$ cat config.mk
export PLATFORM = sky130hd
export DESIGN_NAME = bmhq_ram
export DESIGN_NICKNAME = d
export VERILOG_FILES = /design/src/hw/rtl/assert_macros.svh /design/src/hw/rtl/bmhq_ram.sv
export SDC_FILE = /design/constraint.sdc
export NUM_CORES = 1
export LEC_CHECK = 0
export BUFFER_PORTS_ARGS = -buffer_cell sky130_fd_sc_hd__buf_2
export CAP_MARGIN = 40
export CELL_PAD_IN_SITES_DETAIL_PLACEMENT = 1
export CELL_PAD_IN_SITES_GLOBAL_PLACEMENT = 1
export CORE_UTILIZATION = 57
export DETAILED_ROUTE_END_ITERATION = 10
export PLACE_DENSITY = 0.92
export RECOVER_POWER = 25
export SETUP_SLACK_MARGIN = 0.4
export SYNTH_ARGS = -nofsm -noshare
export SYNTH_HDL_FRONTEND = slang
export SYNTH_SLANG_ARGS = --single-unit
export TNS_END_PERCENT = 50
$ cat constraint.sdc
create_clock -name clock -period 3.2 [get_ports clock]
set_clock_uncertainty 0.2 [all_clocks]
set_input_delay 0 -clock clock [delete_from_list [all_inputs] [get_ports clock]]
set_output_delay 0 -clock clock [all_outputs]
set_load 0.05 [all_outputs]
$ cat src/hw/rtl/assert_macros.svh
// Assertion macros used by the heap queue sequencer.
`ifndef ASSERT_MACROS_SVH
`define ASSERT_MACROS_SVH

// Check that a condition holds at every clock edge outside reset.
`define BMHQ_ASSERT_HOLDS(label, expr, msg) \
   label: assert property (@(posedge clock) disable iff (reset) (expr)) \
      else $error(msg);

// Check that a condition implies another in the same cycle.
`define BMHQ_ASSERT_IMPL(label, ante, cons, msg) \
   label: assert property (@(posedge clock) disable iff (reset) (ante) |-> (cons)) \
      else $error(msg);

`endif

$ cat src/hw/rtl/bmhq_ram.sv
// Generic single-write, single-read RAM with registered read data.
module bmhq_ram #(
   parameter int WIDTH = 8,
   parameter int DEPTH = 16
) (
   input  logic                     clock,
   input  logic                     wr_en,
   input  logic [$clog2(DEPTH)-1:0] wr_addr,
   input  logic [WIDTH-1:0]         wr_data,
   input  logic                     rd_en,
   input  logic [$clog2(DEPTH)-1:0] rd_addr,
   output logic [WIDTH-1:0]         rd_data
);

   logic [WIDTH-1:0] mem_ff [DEPTH];
   logic [WIDTH-1:0] rd_data_ff;

   always_ff @(posedge clock) begin
      if (wr_en) begin
         mem_ff[wr_addr] <= wr_data;
      end
      if (rd_en) begin
         rd_data_ff <= mem_ff[rd_addr];
      end
   end

   assign rd_data = rd_data_ff;

endmodule

# Word-level counts from Yosys, hierarchy flattened
# Memory sizes are Yosys's and may differ from the RTL's. A register that Yosys moved wholly into a read port is not among the register bits.
# Index checks and enable logic that the tools add are counted.
[op_classes] muxes=2
[ops] op="1-bit two-way mux" n=2
[word_totals] mem_count=1 reg_bits=0 ram_bits=128 output_inout_bits=8 elab_cells=3
[memory_table] name="mem_ff" depth=16 word_bits=8 rd=1 rd_clocked_by_memory_dff=1 wr=1 line_no="bmhq_ram.sv:15" rtl="logic [WIDTH-1:0] mem_ff [DEPTH];"

# Logic depth before layout (Yosys ltp)
# Gate-level depths: netlist of the first run.
[depth] depth_word=2 depth_mapped=5

# Worst setup path before layout of the first run
# No wires, ideal clock.
[synth_path] path_kind="input port to flip-flop" start="input wr_addr[2]" end="memory mem_ff[0][0] (enable)" arrival_time_ps=1110 setup_slack_ps=1507 required_ps=2617 path_stages=2 setup_time_ps=383 path_buffers=0 path_cell_list="or3b_2 nor3_1"
[synth_rtl] item="start, declared" line_no="bmhq_ram.sv:8" rtl="input logic [$clog2(DEPTH)-1:0] wr_addr,"
[synth_rtl] item="end, declared" line_no="bmhq_ram.sv:15"
# Straight into the memory's write port.

# Worst setup path in the final report of the first run
[layout_path] start="input wr_en" end="memory mem_ff[12][4] (enable)"
[layout_between] elab_chain_cells=2
[layout_lines] item="start, declared" line_no="bmhq_ram.sv:7" rtl="input logic wr_en,"
[layout_lines] item="1-bit two-way mux" line_no="bmhq_ram.sv:19" rtl="if (wr_en) begin"
[layout_lines] item="1-bit two-way mux (not written as such)" line_no="bmhq_ram.sv:20" rtl="mem_ff[wr_addr] <= wr_data;"
# No other way between the ends.

==> flow_summary.json, run 1 <==
{
  "yosysTopAreaCell": "edfxtp_1",
  "ys_seq_elements": 136,
  "startpoint_type": "input port",
  "max_freq_ghz": 0.463,
  "synth_area_leaders": "edfxtp_1 78%, mux4_2 7.8%, mux4_1 7.0%, a22oi_1 2.3%, nor2_1 0.93%",
  "synth_top_family_by_area": "multiplexers",
  "track_usage": 0.282,
  "gr-total-overflow": 0,
  "peakVddDrop_v": 0.000519,
  "r2r_setup_slack_ns": 1.34,
  "grt_start_max_net_pins": 33,
  "synth_compound_area_frac": 0.0230,
  "drt-vias-per-instance": 6.39,
  "syn_inst": 229,
  "ys_async_sr_fraction": 0,
  "cts-resized-gates": 0,
  "vias": 2625,
  "violations": "DRC",
  "tns_ns": 0,
  "cp.required_ns": 3.15,
  "yosysTopAreaCellShare": 0.781,
  "layout-drive-gt1-share": 0.267,
  "rsz0062_at_grt": "false",
  "cpPeakStageDelay_ns": 0.94,
  "place_ws_ns": 1.02,
  "hold_class": "in2reg",
  "num_antenna_cells": 0,
  "cts_tree": "built",
  "routed_wl_mm": 12.0,
  "areaGrowthSynthToFinish_pct": 19.4,
  "cts.path.max_buffers": 2,
  "design_area_um2": 6240,
  "core_um2": 8810,
  "synth-xor-area-share": 0,
  "synth_fp_nets": 248,
  "routedWlPerCell_um": 29.2,
  "synthFlopType": "edfxtp_1",
  "relSlewSlack": 0.404,
  "crit_slowest_cell": "dlygate4sd3_1",
  "antenna_found_initial": 0,
  "ant_nets": 0,
  "dieArea_um2": 9560,
  "maxSlewViolCount": 0,
  "drcViolationCount": 8,
  "synth_cell_types": 18,
  "die_y_um": 97.8,
  "crit_chain": "dlygate4sd3_1 -> buf_2 -> nand3_1 -> nor3_2 -> dlygate4sd3_1",
  "dp_hpwl_mm": 6.86,
  "die_w_um": 97.8,
  "hold_ws_ns": 0.0236,
  "period_needed_ns": 2.16,
  "fin_nets": 310,
  "synth_edf_count": 136,
  "worst_slew_pin_slew_ns": 0.891,
  "cts.clk_slew.worst_paths_ns": 0.06,
  "clkSinkCount": 136,
  "yosysWarningCount": 0,
  "leakage_nw": 2.11,
  "htreeDepth": 4,
  "gp_congestion": 0.768,
  "critical_path_class": "in2reg",
  "synth.avg_cell_area_um2": 22.8,
  "fin_ws_ns": 1.04,
  "finalSetupViolCount": 0,
  "ios": 27,
  "grt_pass1_wl_mm": 18.1,
  "critPathBufInv": 3,
  "hold_violations": 0,
  "arrival_ns": 2.11,
  "first_iter_violations": 238,
  "port_buffers": 26,
  "synth_mux_area_frac": 0.148,
  "cts_made_buffers": 17,
  "firstDrtPassIters": 8,
  "synthAdderAreaFrac": 0,
  "yosysSeqAreaShare": 0.781,
  "cp_max_fo": 8,
  "synth-simple-area-share": 0.0314,
  "drv_cap": 0,
  "p_per_area_nw_per_um2": 674,
  "status": "complete, but fails checks",
  "cts-root-buf": "clkbuf_8",
  "synth.most_common_cell": "edfxtp_1",
  "fin_crit_sh": 0.675,
  "critPathTopFamily": "buffers and inverters",
  "grt_pass1_vias": 2880,
  "syn_area_um2": 5230,
  "initial_core_util": 0.594,
  "placed_area_um2": 5470,
  "clkLatencyLatePin_ns": 0.51,
  "cpMostUsedCell": "dlygate4sd3_1",
  "rows": 34,
  "yosys-top-cells-count": "136 x edfxtp_1, 18 x mux4_2, 16 x a22oi_1, 14 x mux4_1, 13 x nor2_1",
  "end_kind": "flip-flop"
}
==> worst register-to-register path, delay by kind of cell (launching register included) <==
family             cells  cell delay (ns)
AOI/OAI and AO/OA      1             0.31
DFF                    1             0.41
muxes                  1             0.53
and+or+nand+nor        1             0.14
==> layout by cell type, fill, tap and decap left out, drive strengths merged <==
cell type | netlist | final
dlygate4sd3 | 0 | 15
nor2b | 1 | 1
mux4 | 32 | 32
nor3 | 4 | 4
clkinvlp | 0 | 3
nand2b | 2 | 2
buf | 7 | 33
nor2 | 13 | 13
and2 | 1 | 1
and2b | 1 | 1
bufinv | 0 | 4
a22oi | 16 | 16
inv | 0 | 2
edfxtp | 136 | 136
clkinv | 0 | 4
nand2 | 9 | 9
clkbuf | 0 | 23
nand3b | 2 | 2
or3b | 1 | 1
nand3 | 1 | 1
==> where the power goes <==
group | internal [mW] | total (mW) | switching [mW] | leakage [nW]
clock | 1.26 | 1.96 | 0.704 | 0.283
sequential | 2.01 | 2.02 | 0.0129 | 1.24
combinational | 0.0840 | 0.228 | 0.144 | 0.589
==> flip-flops by register name (all words and copies together) (netlist names) <==
register  count
mem_ff      128
rd_data       8
==> layer usage <==
metal,global-route usage,vias up,wire length [um]
met5,0,-,0
met4,0.108,0,227
met3,0.0558,15,775
met2,0.474,138,6250
met1,0.372,1368,4750
li1,-,1104,-
==> logic make-up (layout without fill, tap and decap cells) <==
family	Yosys count	count (layout)
muxes	32	32
DFF	136	136
AOI/OAI and AO/OA	16	16
and+or+nand+nor	35	35
buffers and inverters	10	84
==> path summary, 6_finish.rpt <==
check	from	endpoint	cells after the start
setup / recovery	wr_en	mem_ff[12][4]	5
hold / removal	rd_addr[2]	rd_data[2]	4
setup reg to reg	mem_ff[2][1]	rd_data[1]	3
hold reg to reg	mem_ff[14][2]	rd_data[2]	3
==> through the flow <==
step                      power (mW)  instances   util
after floorplan                 2.18        229      -
after global placement          2.25        358  0.619
after detailed placement        2.26        361  0.621
after CTS                       4.23        407  0.706
after global routing            4.31        411  0.709
final                           4.21        411  0.709
==> repair_timing <==
action                                 4_1_cts  5_1_grt
endpoints found under the hold margin      212        0
setup buffers                                0        0
hold buffers                                15        0
==> area by class of cell <==
class | count | area (um2)
fillers | 672 | 2560
well taps | 108 | 135
repair buffers | 53 | 364
clock inverters | 13 | 178
flip-flops and latches | 136 | 4080
clock buffers | 18 | 418
multi-input cells | 83 | 1060
Note: power is estimated with default switching activity, not from simulation.
==> inputs of run 2 (changes only) <==
- CORE_UTILIZATION: 57 -> 53
- PLACE_DENSITY: 0.92 -> 0.87
- clock period: 3.2 -> 2 ns (I/O delays scaled with it)
==> flow_summary.json, run 2 (synthesis results as in run 1) <==
{
  "top_register": "mem_ff",
  "final_cells": 444,
  "num_antenna_cells": 0,
  "pwr-share-comb": 0.060,
  "maxSlewViolCount": 0,
  "cts.clk_slew.worst_paths_ns": 0.06,
  "initial_core_util": 0.555,
  "clkLatencyLatePin_ns": 0.51,
  "switching_share": 0.215,
  "gr-total-overflow": 0,
  "drt-vias-per-instance": 5.90,
  "p_switching_mw": 1.41,
  "final_common_cell": "edfxtp_1",
  "die_y_um": 101,
  "relSlewSlack": 0.545,
  "hold_class": "in2reg",
  "placed_area_um2": 5610,
  "peakVddDrop_v": 0.000607,
  "max_freq_ghz": 0.594,
  "p_per_area_nw_per_um2": 1030,
  "drv_cap": 0,
  "routedWlPerCell_um": 25.7,
  "startpoint_type": "flip-flop",
  "track_usage": 0.252,
  "cts.path.max_buffers": 2,
  "place_inst": 394,
  "first_iter_violations": 178,
  "tns_ns": 0,
  "rows": 35,
  "dp_hpwl_mm": 6.92,
  "finalSetupViolCount": 0,
  "leakage_nw": 2.11,
  "worst_slew_pin_slew_ns": 0.683,
  "end_kind": "flip-flop",
  "cts_made_buffers": 17,
  "cts-root-buf": "clkbuf_8",
  "seqPwrFrac": 0.493,
  "routed_wl_mm": 11.4,
  "antenna_found_initial": 0,
  "grt_pass1_wl_mm": 17.4,
  "cp_max_fo": 1,
  "rsz0062_at_grt": "true",
  "fin_crit_sh": 0.841,
  "layout_common_cells": "136 x edfxtp_1, 28 x mux4_2, 20 x buf_2",
  "ant_nets": 0,
  "clkSinkCount": 136,
  "port_buffers": 26,
  "cp.required_ns": 2.04,
  "largest_register_ffs": 128,
  "grt_start_max_net_pins": 33,
  "arrival_ns": 1.73,
  "critical_path_class": "reg2reg",
  "p_clk_frac": 0.447,
  "ios": 27,
  "fin_nets": 321,
  "gp_congestion": 0.689,
  "vias": 2618,
  "htreeDepth": 4,
  "layout-drive-gt1-share": 0.346,
  "grt_pass1_vias": 2826,
  "core_um2": 9420,
  "drcViolationCount": 0,
  "cts_tree": "built",
  "design_area_um2": 6370,
  "dieArea_um2": 10300,
  "firstDrtPassIters": 5,
  "fin_util": 0.677,
  "period_needed_ns": 1.68,
  "areaGrowthSynthToFinish_pct": 21.9,
  "die_w_um": 101,
  "hold_violations": 0,
  "status": "completed",
  "internal_power_mw": 5.15
}
==> run 2: cell types whose count changed in the layout (fill, tap and decap cells not counted), moves of 3 or more <==
cell / change
a22oi_2: +9
dlygate4sd3_1: +3
clkinv_4: +5
a22oi_1: -9
mux4_2: +10
mux4_1: -10
buf_4: +5
==> run 2: layout make-up <==
cell class	count	area, um2
clock buffer	18	418
clock inverter	14	151
fill	755	3050
multi-input combinational	83	1070
sequential	136	4080
tap	129	161
timing repair buffer	64	485
==> run 2: worst paths after layout <==
path | from | endpoint | slack (ns) | depth (start not counted)
worst min-delay path | rd_addr[1] | rd_data[4] | 0.07 | 5
worst max register to register | mem_ff[11][6] | rd_data[6] | 0.32 | 3
worst min register to register | mem_ff[4][7] | rd_data[7] | 0.58 | 3
worst max-delay path | mem_ff[11][6] | rd_data[6] | 0.32 | 3
==> run 2: routing by layer <==
layer | vias up | track usage | routed length (um)
met5 | - | 0 | 0
met4 | 0 | 0.0925 | 191
met3 | 14 | 0.0545 | 428
met2 | 87 | 0.418 | 5980
met1 | 1397 | 0.333 | 4820
li1 | 1120 | - | -
==> run 2: per-stage QoR <==
| stage | power, mW | worst slack [ns] | hold WS (ns) |
|---|---|---|---|
| after floorplan | 3.49 | 0.489 | -0.101 |
| after global placement | 3.61 | 0.226 | 0.185 |
| after detailed placement | 3.64 | 0.152 | 0.196 |
| after CTS | 6.61 | 0.330 | 0.0454 |
| after global routing | 6.73 | 0.262 | 0.0670 |
| final | 6.56 | 0.317 | 0.0655 |
==> run 2: power by group through the flow <==
stage	clock [mW]	combinational, mW	sequential (mW)
5_1_grt	3.07	0.419	3.24
6_report	2.93	0.392	3.24
3_5_place_dp	0	0.348	3.29
2_1_floorplan	0	0.162	3.33
4_1_cts	2.98	0.393	3.24
3_3_place_gp	0	0.327	3.29
==> run 2: critical path: stages, from the launching register on <==
cell,delay (ns)
edfxtp_1,0.37
mux4_2,0.51
a22oi_2,0.25
nand2_1,0.09
==> run 2: what timing repair did <==
item	in CTS	in global routing
gates resized for setup	13	8
hold buffers	18	1
hold endpoints to repair	272	8
endpoints found under the setup margin	8	24
setup buffers	0	0
pin swaps	8	4
==> inputs of run 3 (changes only) <==
- clock period: 2 -> 1.7 ns (I/O delays scaled with it)
==> flow_summary.json, run 3 (synthesis results as in run 1) <==
{
  "status": "complete, but fails checks",
  "violations": "hold timing",
  "cp.required_ns": 1.75,
  "max_freq_ghz": 0.603,
  "clkLatencyLatePin_ns": 0.51,
  "maxSlewViolCount": 0,
  "cp_max_fo": 1,
  "ios": 27,
  "layout_common_cells": "136 x edfxtp_1, 32 x mux4_2, 19 x buf_4",
  "cts.clk_slew.worst_paths_ns": 0.06,
  "antenna_found_initial": 0,
  "track_usage": 0.248,
  "peakVddDrop_v": 0.000754,
  "final_common_cell": "edfxtp_1",
  "place_ws_ns": -0.0515,
  "worst_slew_pin_slew_ns": 0.765,
  "initial_core_util": 0.555,
  "port_buffers": 26,
  "critPathBufInv": 0,
  "fin_ws_ns": 0.0428,
  "vias": 2576,
  "firstDrtPassIters": 4,
  "rsz0062_at_grt": "true",
  "cts-root-buf": "clkbuf_8",
  "grt_pass1_vias": 2960,
  "crit_slowest_cell": "mux4_2",
  "first_iter_violations": 141,
  "clkSinkCount": 136,
  "top_register": "mem_ff",
  "areaGrowthSynthToFinish_pct": 23.2,
  "hold_violations": 106,
  "drv_cap": 0,
  "end_kind": "flip-flop",
  "gr-total-overflow": 0,
  "cpPeakStageDelay_ns": 0.51,
  "fin_nets": 323,
  "largest_register_ffs": 128,
  "die_y_um": 101,
  "hold_class": "in2reg",
  "critPathTopFamily": "multiplexers",
  "finalSetupViolCount": 0,
  "startpoint_type": "flip-flop",
  "core_um2": 9420,
  "grt_pass1_wl_mm": 17.0,
  "crit_chain": "mux4_2 -> a22oi_1 -> nand2_1",
  "routedWlPerCell_um": 25.5,
  "leakage_nw": 2.14,
  "relSlewSlack": 0.490,
  "cts_setup_buffers": 0,
  "p_per_area_nw_per_um2": 1230,
  "rows": 35,
  "period_needed_ns": 1.66,
  "drt-vias-per-instance": 5.78,
  "fin_crit_sh": 0.975,
  "hold_ws_ns": -0.0784,
  "layout-drive-gt1-share": 0.360,
  "routed_wl_mm": 11.4,
  "grt_start_max_net_pins": 18,
  "htreeDepth": 4,
  "cts_made_buffers": 17,
  "dp_hpwl_mm": 7.11,
  "arrival_ns": 1.70,
  "critical_path_class": "reg2reg",
  "drcViolationCount": 0,
  "ant_nets": 0,
  "die_w_um": 101,
  "num_antenna_cells": 0,
  "gp_congestion": 0.711,
  "tns_ns": 0,
  "dieArea_um2": 10300,
  "cts_tree": "built",
  "cts.path.max_buffers": 2
}
==> run 3: final cells by class <==
cell class                      count  area [um2]
Clock buffer                       17         414
Clock inverter                     15         175
Fill cell                         758        2970
Multi-Input combinational cell     83        1050
Sequential cell                   136        4080
Tap cell                          129         161
Timing Repair Buffer               66         553
==> run 3: where the power goes <==
group,total (mW),internal (mW),switching (mW)
combinational,0.482,0.205,0.277
sequential,3.81,3.78,0.0310
clock,3.61,2.23,1.38
total,7.90,6.22,1.68
==> run 3: what timing repair did <==
action / in CTS / in global routing
pin swaps: 0 / 2
hold buffers: 17 / 2
endpoints found under the setup margin: 15 / 118
gates resized for setup: 4 / 20
endpoints found under the hold margin: 272 / 61
==> run 3: stage by stage <==
step                total power, mW  area (um2)  utilization  hold slack (ns)  cells
floorplan                      4.12        5190            -           -0.101    229
global placement               4.28        5620        0.597            0.185    397
detailed placement             4.31        5620        0.597            0.179    397
CTS                            7.93        6400        0.680          -0.0570    446
global route                   8.10        6440        0.684          -0.0495    446
finish                         7.90        6440        0.684          -0.0784    446
==> run 3: worst reg2reg max path, cell delays in order (launching register included) <==
cell and delay, ns:
edfxtp_1 0.41, mux4_2 0.51, a22oi_1 0.16, nand2_1 0.11
==> run 3: final timing paths <==
check / from / end / slack [ns] / cells after the start
worst min-delay path: wr_addr[2] / mem_ff[0][4] / -0.08 / 4
worst max register to register: mem_ff[4][7] / rd_data[7] / 0.04 / 3
worst max-delay path: mem_ff[4][7] / rd_data[7] / 0.04 / 3
worst min register to register: mem_ff[11][0] / rd_data[0] / 0.56 / 3
==> run 3: metal layers <==
layer	share of wire	vias to the layer above	track usage	wire length, um
met3	0.041	9	0.0580	468
met4	0.013	0	0.0981	146
met2	0.54	90	0.415	6200
met1	0.40	1359	0.320	4570
met5	0	-	0	0
li1	-	1118	-	-
