### src/hw/rtl/assert_macros.svh
// Assertion macros used by the heap queue sequencer.
`ifndef ASSERT_MACROS_SVH
`define ASSERT_MACROS_SVH

// Check that a condition holds at every clock edge outside reset.
`define BMHQ_ASSERT_HOLDS(label, expr, msg) \
   label: assert property (@(posedge clock) disable iff (reset) (expr)) \
      else $error(msg);

// Check that a condition implies another in the same cycle.
`define BMHQ_ASSERT_IMPL(label, ante, cons, msg) \
   label: assert property (@(posedge clock) disable iff (reset) (ante) |-> (cons)) \
      else $error(msg);

`endif

### src/hw/rtl/bmhq_pkg.sv
// Package: sizes, codes, types and the key compare of the heap queue.
package bmhq_pkg;

   localparam int CAPACITY = 128;
   localparam int IDX_W    = $clog2(CAPACITY);
   localparam int CNT_W    = $clog2(CAPACITY + 1);
   localparam int CHILD_W  = IDX_W + 2;
   localparam int KEY_W    = 32;
   localparam int TAG_W    = 16;
   localparam int ENT_W    = KEY_W + TAG_W;
   localparam int COUNT_W  = 8;

   localparam logic ACT_INSERT = 1'b0;
   localparam logic ACT_REMOVE = 1'b1;

   typedef enum logic [1:0] {
      ST_OK    = 2'd0,
      ST_FULL  = 2'd1,
      ST_EMPTY = 2'd2
   } status_type;

   typedef struct packed {
      logic [KEY_W-1:0] key;
      logic [TAG_W-1:0] tag;
   } entry_type;

   typedef struct packed {
      logic               done;
      entry_type          ent;
      logic               removed_valid;
      status_type         status;
      logic [COUNT_W-1:0] entry_count;
   } result_type;

   // Signed compare of two keys: a > b.
   function automatic logic key_gt(logic [KEY_W-1:0] a, logic [KEY_W-1:0] b);
      return $signed(a) > $signed(b);
   endfunction

endpackage

### src/hw/rtl/bmhq_seq.sv
// Sequencer of the heap queue: sift-up and sift-down over the entry RAM.
`include "assert_macros.svh"

module bmhq_seq (
   input  logic                          clock,
   input  logic                          reset,
   input  logic                          start,
   input  logic                          action,
   input  logic [bmhq_pkg::KEY_W-1:0]    in_key,
   input  logic [bmhq_pkg::TAG_W-1:0]    in_tag,
   output logic                          idle,
   output bmhq_pkg::result_type          result,
   output logic                          mem_wr_en,
   output logic [bmhq_pkg::IDX_W-1:0]    mem_wr_addr,
   output logic [bmhq_pkg::ENT_W-1:0]    mem_wr_data,
   output logic                          mem_rd_en,
   output logic [bmhq_pkg::IDX_W-1:0]    mem_rd_addr,
   input  logic [bmhq_pkg::ENT_W-1:0]    mem_rd_data
);

   typedef enum logic [9:0] {
      S_IDLE    = 10'b00_0000_0001,
      S_UP_RD   = 10'b00_0000_0010,
      S_UP_CMP  = 10'b00_0000_0100,
      S_RM_ROOT = 10'b00_0000_1000,
      S_RM_LAST = 10'b00_0001_0000,
      S_DN_LOAD = 10'b00_0010_0000,
      S_DN_RDL  = 10'b00_0100_0000,
      S_DN_RDR  = 10'b00_1000_0000,
      S_DN_SEL  = 10'b01_0000_0000,
      S_DN_SWAP = 10'b10_0000_0000
   } state_type;

   state_type                     state_ff, state_in;
   logic [bmhq_pkg::CNT_W-1:0]    fill_ff, fill_in;
   logic [bmhq_pkg::IDX_W-1:0]    cur_ff, cur_in;
   logic [bmhq_pkg::IDX_W-1:0]    big_idx_ff, big_idx_in;
   bmhq_pkg::entry_type           mov_ff, mov_in;
   bmhq_pkg::entry_type           big_ff, big_in;
   bmhq_pkg::entry_type           rm_ent_ff, rm_ent_in;
   logic                          rem_ff, rem_in;

   bmhq_pkg::entry_type           rd_ent;
   logic [bmhq_pkg::IDX_W-1:0]    parent_idx;
   logic [bmhq_pkg::CHILD_W-1:0]  left_w, right_w, fill_w;
   logic                          has_left, has_right;
   logic [bmhq_pkg::KEY_W-1:0]    cmp_a, cmp_b;
   logic                          gt;
   logic                          finish;
   bmhq_pkg::status_type          fin_status;
   logic                          removed;

   assign rd_ent     = bmhq_pkg::entry_type'(mem_rd_data);
   assign parent_idx = (cur_ff - bmhq_pkg::IDX_W'(1)) >> 1;
   assign left_w     = {1'b0, cur_ff, 1'b1};
   assign right_w    = left_w + bmhq_pkg::CHILD_W'(1);
   assign fill_w     = bmhq_pkg::CHILD_W'(fill_ff);
   assign has_left   = left_w < fill_w;
   assign has_right  = right_w < fill_w;

   // One comparator serves every step of both sifts.
   always_comb begin
      unique case (state_ff)
         S_UP_CMP: begin
            cmp_a = mov_ff.key;
            cmp_b = rd_ent.key;
         end
         S_DN_SEL: begin
            cmp_a = rd_ent.key;
            cmp_b = big_ff.key;
         end
         default: begin
            cmp_a = big_ff.key;
            cmp_b = mov_ff.key;
         end
      endcase
   end

   assign gt = bmhq_pkg::key_gt(cmp_a, cmp_b);

   always_comb begin
      state_in    = state_ff;
      fill_in     = fill_ff;
      cur_in      = cur_ff;
      big_idx_in  = big_idx_ff;
      mov_in      = mov_ff;
      big_in      = big_ff;
      rm_ent_in   = rm_ent_ff;
      rem_in      = rem_ff;
      finish      = 1'b0;
      fin_status  = bmhq_pkg::ST_OK;
      mem_wr_en   = 1'b0;
      mem_wr_addr = cur_ff;
      mem_wr_data = mov_ff;
      mem_rd_en   = 1'b0;
      mem_rd_addr = '0;

      unique case (state_ff)
         S_IDLE: begin
            if (start) begin
               rem_in = (action == bmhq_pkg::ACT_REMOVE);
               if (action == bmhq_pkg::ACT_INSERT) begin
                  if (fill_ff == bmhq_pkg::CNT_W'(bmhq_pkg::CAPACITY)) begin
                     finish     = 1'b1;
                     fin_status = bmhq_pkg::ST_FULL;
                  end else begin
                     mov_in   = '{key: in_key, tag: in_tag};
                     cur_in   = fill_ff[bmhq_pkg::IDX_W-1:0];
                     fill_in  = fill_ff + bmhq_pkg::CNT_W'(1);
                     state_in = S_UP_RD;
                  end
               end else begin
                  if (fill_ff == '0) begin
                     finish     = 1'b1;
                     fin_status = bmhq_pkg::ST_EMPTY;
                  end else begin
                     fill_in  = fill_ff - bmhq_pkg::CNT_W'(1);
                     state_in = S_RM_ROOT;
                  end
               end
            end
         end
         S_UP_RD: begin
            if (cur_ff == '0) begin
               mem_wr_en = 1'b1;
               finish    = 1'b1;
               state_in  = S_IDLE;
            end else begin
               mem_rd_en   = 1'b1;
               mem_rd_addr = parent_idx;
               state_in    = S_UP_CMP;
            end
         end
         S_UP_CMP: begin
            mem_wr_en = 1'b1;
            if (gt) begin
               // Move the parent down into the hole and climb.
               mem_wr_data = rd_ent;
               cur_in      = parent_idx;
               state_in    = S_UP_RD;
            end else begin
               finish   = 1'b1;
               state_in = S_IDLE;
            end
         end
         S_RM_ROOT: begin
            mem_rd_en   = 1'b1;
            mem_rd_addr = '0;
            state_in    = S_RM_LAST;
         end
         S_RM_LAST: begin
            rm_ent_in = rd_ent;
            if (fill_ff == '0) begin
               finish   = 1'b1;
               state_in = S_IDLE;
            end else begin
               mem_rd_en   = 1'b1;
               mem_rd_addr = fill_ff[bmhq_pkg::IDX_W-1:0];
               state_in    = S_DN_LOAD;
            end
         end
         S_DN_LOAD: begin
            mov_in   = rd_ent;
            cur_in   = '0;
            state_in = S_DN_RDL;
         end
         S_DN_RDL: begin
            if (has_left) begin
               mem_rd_en   = 1'b1;
               mem_rd_addr = left_w[bmhq_pkg::IDX_W-1:0];
               state_in    = S_DN_RDR;
            end else begin
               mem_wr_en = 1'b1;
               finish    = 1'b1;
               state_in  = S_IDLE;
            end
         end
         S_DN_RDR: begin
            big_in     = rd_ent;
            big_idx_in = left_w[bmhq_pkg::IDX_W-1:0];
            if (has_right) begin
               mem_rd_en   = 1'b1;
               mem_rd_addr = right_w[bmhq_pkg::IDX_W-1:0];
               state_in    = S_DN_SEL;
            end else begin
               state_in = S_DN_SWAP;
            end
         end
         S_DN_SEL: begin
            // Take the right child only when strictly larger.
            if (gt) begin
               big_in     = rd_ent;
               big_idx_in = right_w[bmhq_pkg::IDX_W-1:0];
            end
            state_in = S_DN_SWAP;
         end
         S_DN_SWAP: begin
            mem_wr_en = 1'b1;
            if (gt) begin
               mem_wr_data = big_ff;
               cur_in      = big_idx_ff;
               state_in    = S_DN_RDL;
            end else begin
               finish   = 1'b1;
               state_in = S_IDLE;
            end
         end
         default: begin
            state_in = S_IDLE;
         end
      endcase
   end

   assign removed = (fin_status == bmhq_pkg::ST_OK) && rem_ff;

   always_comb begin
      result.done          = finish;
      result.status        = fin_status;
      result.removed_valid = removed;
      result.entry_count   = bmhq_pkg::COUNT_W'(fill_ff);
      if (!removed) begin
         result.ent = '0;
      end else if (state_ff == S_RM_LAST) begin
         result.ent = rd_ent;
      end else begin
         result.ent = rm_ent_ff;
      end
   end

   assign idle = (state_ff == S_IDLE);

   always_ff @(posedge clock) begin
      if (reset) begin
         state_ff <= S_IDLE;
         fill_ff  <= '0;
         rem_ff   <= 1'b0;
      end else begin
         state_ff <= state_in;
         fill_ff  <= fill_in;
         rem_ff   <= rem_in;
      end
      cur_ff     <= cur_in;
      big_idx_ff <= big_idx_in;
      mov_ff     <= mov_in;
      big_ff     <= big_in;
      rm_ent_ff  <= rm_ent_in;
   end

   `BMHQ_ASSERT_HOLDS(a_fill_bound, fill_ff <= bmhq_pkg::CNT_W'(bmhq_pkg::CAPACITY),
      "fill count above capacity")
   `BMHQ_ASSERT_IMPL(a_wr_in_heap, mem_wr_en,
      bmhq_pkg::CNT_W'(mem_wr_addr) < fill_ff, "write outside live heap")
   `BMHQ_ASSERT_IMPL(a_full_drop, finish && fin_status == bmhq_pkg::ST_FULL,
      fill_ff == bmhq_pkg::CNT_W'(bmhq_pkg::CAPACITY), "full flagged below capacity")
   `BMHQ_ASSERT_IMPL(a_start_idle, start, state_ff == S_IDLE,
      "item started while busy")

endmodule

### config.mk
export PLATFORM = sky130hd
export DESIGN_NAME = bmhq_seq
export DESIGN_NICKNAME = d
export VERILOG_FILES = /design/src/hw/rtl/bmhq_pkg.sv /design/src/hw/rtl/bmhq_seq.sv
export VERILOG_INCLUDE_DIRS = /design/src /design/src/hw/rtl
export SDC_FILE = /design/constraint.sdc
export NUM_CORES = 1
export LEC_CHECK = 0
export ABC_AREA = 1
export BUFFER_PORTS_ARGS = -buffer_cell sky130_fd_sc_hd__buf_2
export CORE_MARGIN = 3
export CORE_UTILIZATION = 50
export DETAILED_ROUTE_END_ITERATION = 6
export HOLD_SLACK_MARGIN = 0.1
export PLACE_DENSITY_LB_ADDON = 0.15
export SLEW_MARGIN = 30
export SYNTH_ARGS = -nofsm -noshare
export SYNTH_HDL_FRONTEND = slang
export SYNTH_SLANG_ARGS = --single-unit
### constraint.sdc
create_clock -name clock -period 6.25 [get_ports clock]
set_input_delay 0.3125 -clock clock [delete_from_list [all_inputs] [get_ports clock]]
set_output_delay 0.3125 -clock clock [all_outputs]
set_load 0.03 [all_outputs]
=== Yosys cells after proc, flatten, opt, wreduce, memory -nomap -nowiden ===
Cells that the tools add are included.

* Flip-flop bits (word level): 177
* Output and inout port bits: 125

* Add/subtract/negate cells: 4
* Magnitude comparators: 3
* Equality and inequality tests: 21
* Muxes and demuxes: 59
* Reduce and logical (&&, ||, !) cells: 14

{| class="wikitable"
|+ Operator list
! kind !! number
|-
| $mux 48 || 8
|-
| $pmux 48 s2 || 3
|-
| $pmux 32 s2 || 2
|-
| $pmux 10 s10 || 1
|-
| $mux 7 || 10
|-
| $pmux 7 s4 || 2
|-
| $mux 10 || 5
|-
| $gt 32x32->1 || 1
|-
| $mux 8 || 4
|-
| $ne 2x2->1 const B || 8
|-
| $pmux 7 s2 || 1
|-
| $mux 1 || 12
|-
| $mux 6 || 2
|-
| $eq 10x1->1 const B || 1
|-
| $eq 10x10->1 const B || 1
|-
| $eq 10x2->1 const B || 1
|-
| $eq 10x3->1 const B || 1
|-
| $eq 10x4->1 const B || 1
|-
| $eq 10x5->1 const B || 1
|-
| $eq 10x6->1 const B || 1
|-
| $eq 10x7->1 const B || 1
|-
| $eq 10x8->1 const B || 1
|-
| $eq 10x9->1 const B || 1
|-
| $mux 2 || 5
|-
| other kinds (22) || 27
|}

=== Logic depth before layout (Yosys ltp) ===
* Depth after elaboration: 8
* Gate-level depth with buffers: 31
* Gate-level depth less buffers: 28

=== Worst setup path before layout ===
No wires, ideal clock.

* Kind: flip-flop to flip-flop
* Start: register state_ff[2]
* End: register big_ff[0] in the netlist's numbering, enable pin
* Library setup time: 0.479 ns
* Arrival: 5.544 ns
* Required time: 5.771 ns
* Path slack: 0.226 ns
* Cell stages (with the launch flop): 25
* Path through: dfxtp_1 nor2_1 nand2_2 nor2_4 inv_2 nor3_4 inv_2 nand2_1 inv_2 buf_6 buf_6 nand2_1 o221ai_1 ha_1 nand2_1 nor2_1 nand2_1 nor2_1 nand2_1 nand2_1 nand2_1 nand2_1 buf_4 nand2_1 o21bai_1

* Cells in the longest elaborated chain, start to end: 5
* Elaborated cells between the ends (all ways): 9
* Classes of those cells: order compare: 1; eq/ne: 4; mux: 2; reduce/logical: 2

{| class="wikitable"
|+ Ends and longest elaborated chain
! element !! RTL line !! source
|-
| start, declared || bmhq_seq.sv:34 || <nowiki>state_type state_ff, state_in;</nowiki>
|-
| start signal, assigned || bmhq_seq.sv:238 || <nowiki>state_ff <= state_in;</nowiki>
|-
| $eq 10x9->1 or $eq 10x3->1 (tied branches) || bmhq_seq.sv:63, bmhq_seq.sv:98 ||
|-
| $pmux 32 s2 || bmhq_seq.sv:63 || <nowiki>unique case (state_ff)</nowiki>
|-
| $gt 32x32->1 || bmhq_pkg.sv:37 || <nowiki>return $signed(a) > $signed(b);</nowiki>
|-
| $ne 2x2->1 (no source line) || - ||
|-
| $reduce_and 2->1 (no source line) * || - ||
|-
| end signal, assigned || bmhq_seq.sv:245 || <nowiki>big_ff <= big_in;</nowiki>
|-
| end, declared || bmhq_seq.sv:39 || <nowiki>bmhq_pkg::entry_type big_ff, big_in;</nowiki>
|}

Mark *: on every way between the ends. The rest lies on a longest branch, timed or not.
A chain may end at the register's enable or synchronous reset.

=== Worst setup path after layout ===
* Start: register state_ff[6]
* End: output port mem_wr_data[47] in the netlist's numbering

* Cells in the longest elaborated chain, start to end: 5
* Elaborated cells between the ends (all ways): 9
* Classes of those cells: order compare: 1; eq/ne: 3; mux: 5

{| class="wikitable"
|+ Ends and longest elaborated chain
! element !! RTL line !! source
|-
| $eq 10x9->1 or $eq 10x3->1 (tied branches) || bmhq_seq.sv:63, bmhq_seq.sv:98 ||
|-
| $pmux 32 s2 || bmhq_seq.sv:63 ||
|-
| $gt 32x32->1 || bmhq_pkg.sv:37 ||
|-
| $mux 48 (on tied branches) || bmhq_seq.sv:199, bmhq_seq.sv:136 ||
|-
| $pmux 48 s2 * || bmhq_seq.sv:98 || <nowiki>unique case (state_ff)</nowiki>
|-
| end, declared || bmhq_seq.sv:15 || <nowiki>output logic [bmhq_pkg::ENT_W-1:0] mem_wr_data,</nowiki>
|}

Marked as above.

==> flow_metrics.py <==
metrics = {
    "synthesis": {
        "syn_area_per_cell_sq_um": 7.52,
        "synth_edf_count": 110,
        "synth_xor_area_share_pct": 1.24,
        "synth_area_sq_mm": 0.0113,
        "ys_types": 40,
        "ys_async_sr_fraction_pct": 0,
        "synth-main-ff-cell": "edfxtp_1",
        "synth_top_family_by_area": "simple AND/OR/NAND/NOR gates",
        "yosysWarnings": 0,
        "synth_nets": 1660,
        "yosysSeqAreaShare_pct": 41.0,
        "synth_simple_gate_area_share_pct": 22.3,
        "synth_fa_ha_area_share_pct": 6.26,
        "netlist_instances": 1504,
        "synth_mux_area_share_pct": 0,
        "yosys_register_bits": 177,
        "synth_compound_area_share_pct": 18.0,
    },
    "finish": {
        "design_area_sq_mm": 0.0134,
        "diodes": 0,
        "fill_cells": 2067,
        "syn_to_final_growth_pct": 18.7,
        "utilization_pct": 61.0,
        "drive_above_1_share_pct": 17.8,
        "final_cell_mix": "nand2_1 (462), buf_2 (224), inv_1 (219)",
        "num-nets-final": 1859,
        "final_cells": 1996,
        "mostFrequentLayoutCell": "nand2_1",
    },
    "route": {
        "ant_nets": 0,
        "routed_wl_um": 34100,
        "vias": 11100,
        "dr.first_iter.drc_count": 848,
        "drc": 0,
        "drt_first_pass_iters": 5,
        "drt-wirelength-per-cell_um": 17.1,
        "routed_via_density": 5.57,
    },
    "pwr": {
        "power_mw": 4.35,
        "pwr-share-comb_pct": 37.5,
        "irDropWorstVdd_mv": 0.283,
        "seqPwrFrac_pct": 36.7,
        "internal_power_mw": 2.55,
        "powerDensity_mw_per_mm2": 324,
        "clkPwrFrac_pct": 25.8,
        "p_leak_nw": 6.61,
        "switching_power_mw": 1.80,
        "p_sw_share_pct": 41.3,
    },
    "grt": {
        "grt_max_degree": 83,
        "grt_busiest_layer": "met2",
        "grt_util_all_layers_pct": 27.8,
        "met3_usage_pct": 5.64,
        "grt_use_met2_pct": 45.3,
        "gr-total-overflow": 0,
        "grt_pass1_wl_um": 54800,
        "grt_use_met1_pct": 37.3,
        "antenna_found_initial": 1,
        "first_global_vias": 10800,
    },
    "setup_path": {
        "worstSetupPathType": "register to primary output",
        "end_kind": "primary output",
        "cp.arrival_ps": 5170,
        "worstSetupStartpointType": "register",
        "worstSetupStartpoint": "state_ff[6]$_SDFFE_PP0P_",
        "rr_worst_depth": 21,
        "r2r_slack_ps": 1120,
        "reg2reg_from": "state_ff[6]$_SDFFE_PP0P_",
        "cp_data_required_time_ps": 5940,
        "reg2reg_to": "big_ff[39]$_DFFE_PP_",
        "critical_path.max_fanout": 71,
    },
    "timing": {
        "worst_pin_slew_ps": 914,
        "rsz0062_at_grt": "false",
        "fin_skew_ps": 18.0,
        "max_freq_ghz": 0.182,
        "slew_viol_final": 0,
        "period_share_pct": 87.8,
        "hold_violations": 0,
        "fin_crit_ps": 5490,
        "holdWs_ps": 110,
        "setup_slack_ps": 764,
        "relSlewSlack_pct": 39.0,
        "setup_tns_ps": 0,
        "finalSetupViolations": 0,
    },
    "worst_hold_path": {
        "min_to": "big_ff[15]$_DFFE_PP_",
        "hold_depth": 1,
        "min_from": "mem_rd_data[15]",
        "hp-class": "input port to register",
    },
    "cts": {
        "cts_buffers": 17,
        "clock_path_buffers": 2,
        "clkTransAtPathRegs_ps": 70,
        "cts_resized": 0,
        "cts_tree": "yes",
        "clkLatencyLatePin_ps": 450,
        "cts-root-buf": "clkbuf_16",
        "cts.sinks": 177,
        "h-tree-depth": 4,
        "post-cts-setup-buffers": 0,
    },
    "placed_design": {
        "hpwl_um": 22700,
        "dp.cells": 1939,
        "gp_congestion": 0.909,
        "placed_cell_area_sq_mm": 0.0125,
        "pre_cts_slack_ps": 1160,
        "portBuffers": 224,
    },
    "floorplan": {
        "die_x_um": 156,
        "core_sq_mm": 0.0220,
        "placementRows": 54,
        "start_util_pct": 51.4,
        "dieArea_sq_mm": 0.0245,
        "pin_count": 225,
        "dieHeight_um": 156,
    },
    "run": {
        "cap_violations": 0,
    },
    "status": {
        "outcome": "finished clean",
    },
}
[sequential cells by signal, summed over array words and instances (netlist names)]
signal / count
big_ff: 48
mov_ff: 48
rm_ent_ff: 48
state_ff: 10
fill_ff: 8
big_idx_ff: 7
mem_wr_addr: 7
rem_ff: 1
[layout make-up]
class / instances / area, sq um / area share, %
Clock buffer: 17 / 425 / 3.17
Clock inverter: 15 / 194 / 1.44
Sequential cell: 177 / 4640 / 34.6
Timing Repair Buffer: 263 / 1510 / 11.2
Inverter: 227 / 855 / 6.36
Tap cell: 280 / 350 / 2.61
Multi-Input combinational cell: 1017 / 5460 / 40.6
[power groups by stage]
stage | clock network (mW) | logic [mW] | registers [mW]
CTS | 1.13 | 1.62 | 1.60
detailed placement | 0 | 1.60 | 1.62
floorplan | 0 | 1.09 | 1.66
global route | 1.17 | 1.82 | 1.62
global placement | 0 | 1.58 | 1.61
finish | 1.12 | 1.63 | 1.60
[metal layers]
metal,vias to the layer above,share of wire [%]
met5,-,0.050
met4,2,1.8
met3,55,8.1
met2,471,46
met1,5138,44
li1,5460,-
[worst max-delay path, stage by stage (launching register included)]
cell       delay, ps
dfxtp_1          330
nor2_1           180
nand2_1          160
nor3_1           200
nand2_2          200
inv_2            250
buf_12           360
nand2_1          130
o21ai_0           90
a21oi_1           60
ha_1             400
nand2_1          100
nor2_1           150
nand2_1          110
nor2_1           220
nand2_1          100
nand2_1           60
nand2_1           60
nand2_2          440
buf_4            510
o2111ai_1        180
nand2_1          180
inv_1             50
buf_2            170
[how the worst max path moves through the flow]
| stage | to | depth (start not counted) |
|---|---|---|
| after detailed placement | big_ff[25]$_DFFE_PP_ | 21 |
| after floorplan | big_ff[0]$_DFFE_PP_ | 24 |
| final | mem_wr_data[47] | 23 |
| after CTS | mem_wr_data[47] | 23 |
| after global routing | mem_wr_data[1] | 22 |
| after global placement | big_ff[35]$_DFFE_PP_ | 21 |
[timing repair]
item	in CTS	in global routing
hold buffers	24	0
hold endpoints to repair	24	0
setup endpoints to repair	0	0
[cell families after synthesis]
logic type                 count (synthesis)
buffers and inverters                    310
xor gates and xnor gates                  16
AOI/OAI and AO/OA                        334
DFF                                      177
and+or+nand+nor                          611
adders and majority gates                 56
[Yosys cell counts (12+ instances only)]
cell	instances	area share, %
a21oi_1	123	5.4
buf_2	16	0.71
clkbuf_1	46	1.5
dfxtp_1	67	12
edfxtp_1	110	29
ha_1	55	6.1
inv_1	221	7.3
nand2_1	465	15
nand3_1	40	1.8
nand4_1	42	2.3
nor2_1	36	1.2
nor3_1	12	0.53
o2111ai_1	32	2.5
o21ai_0	123	5.4
o221ai_1	25	1.9
xor2_1	14	1.1
Note: power is estimated with default switching activity, not from simulation.
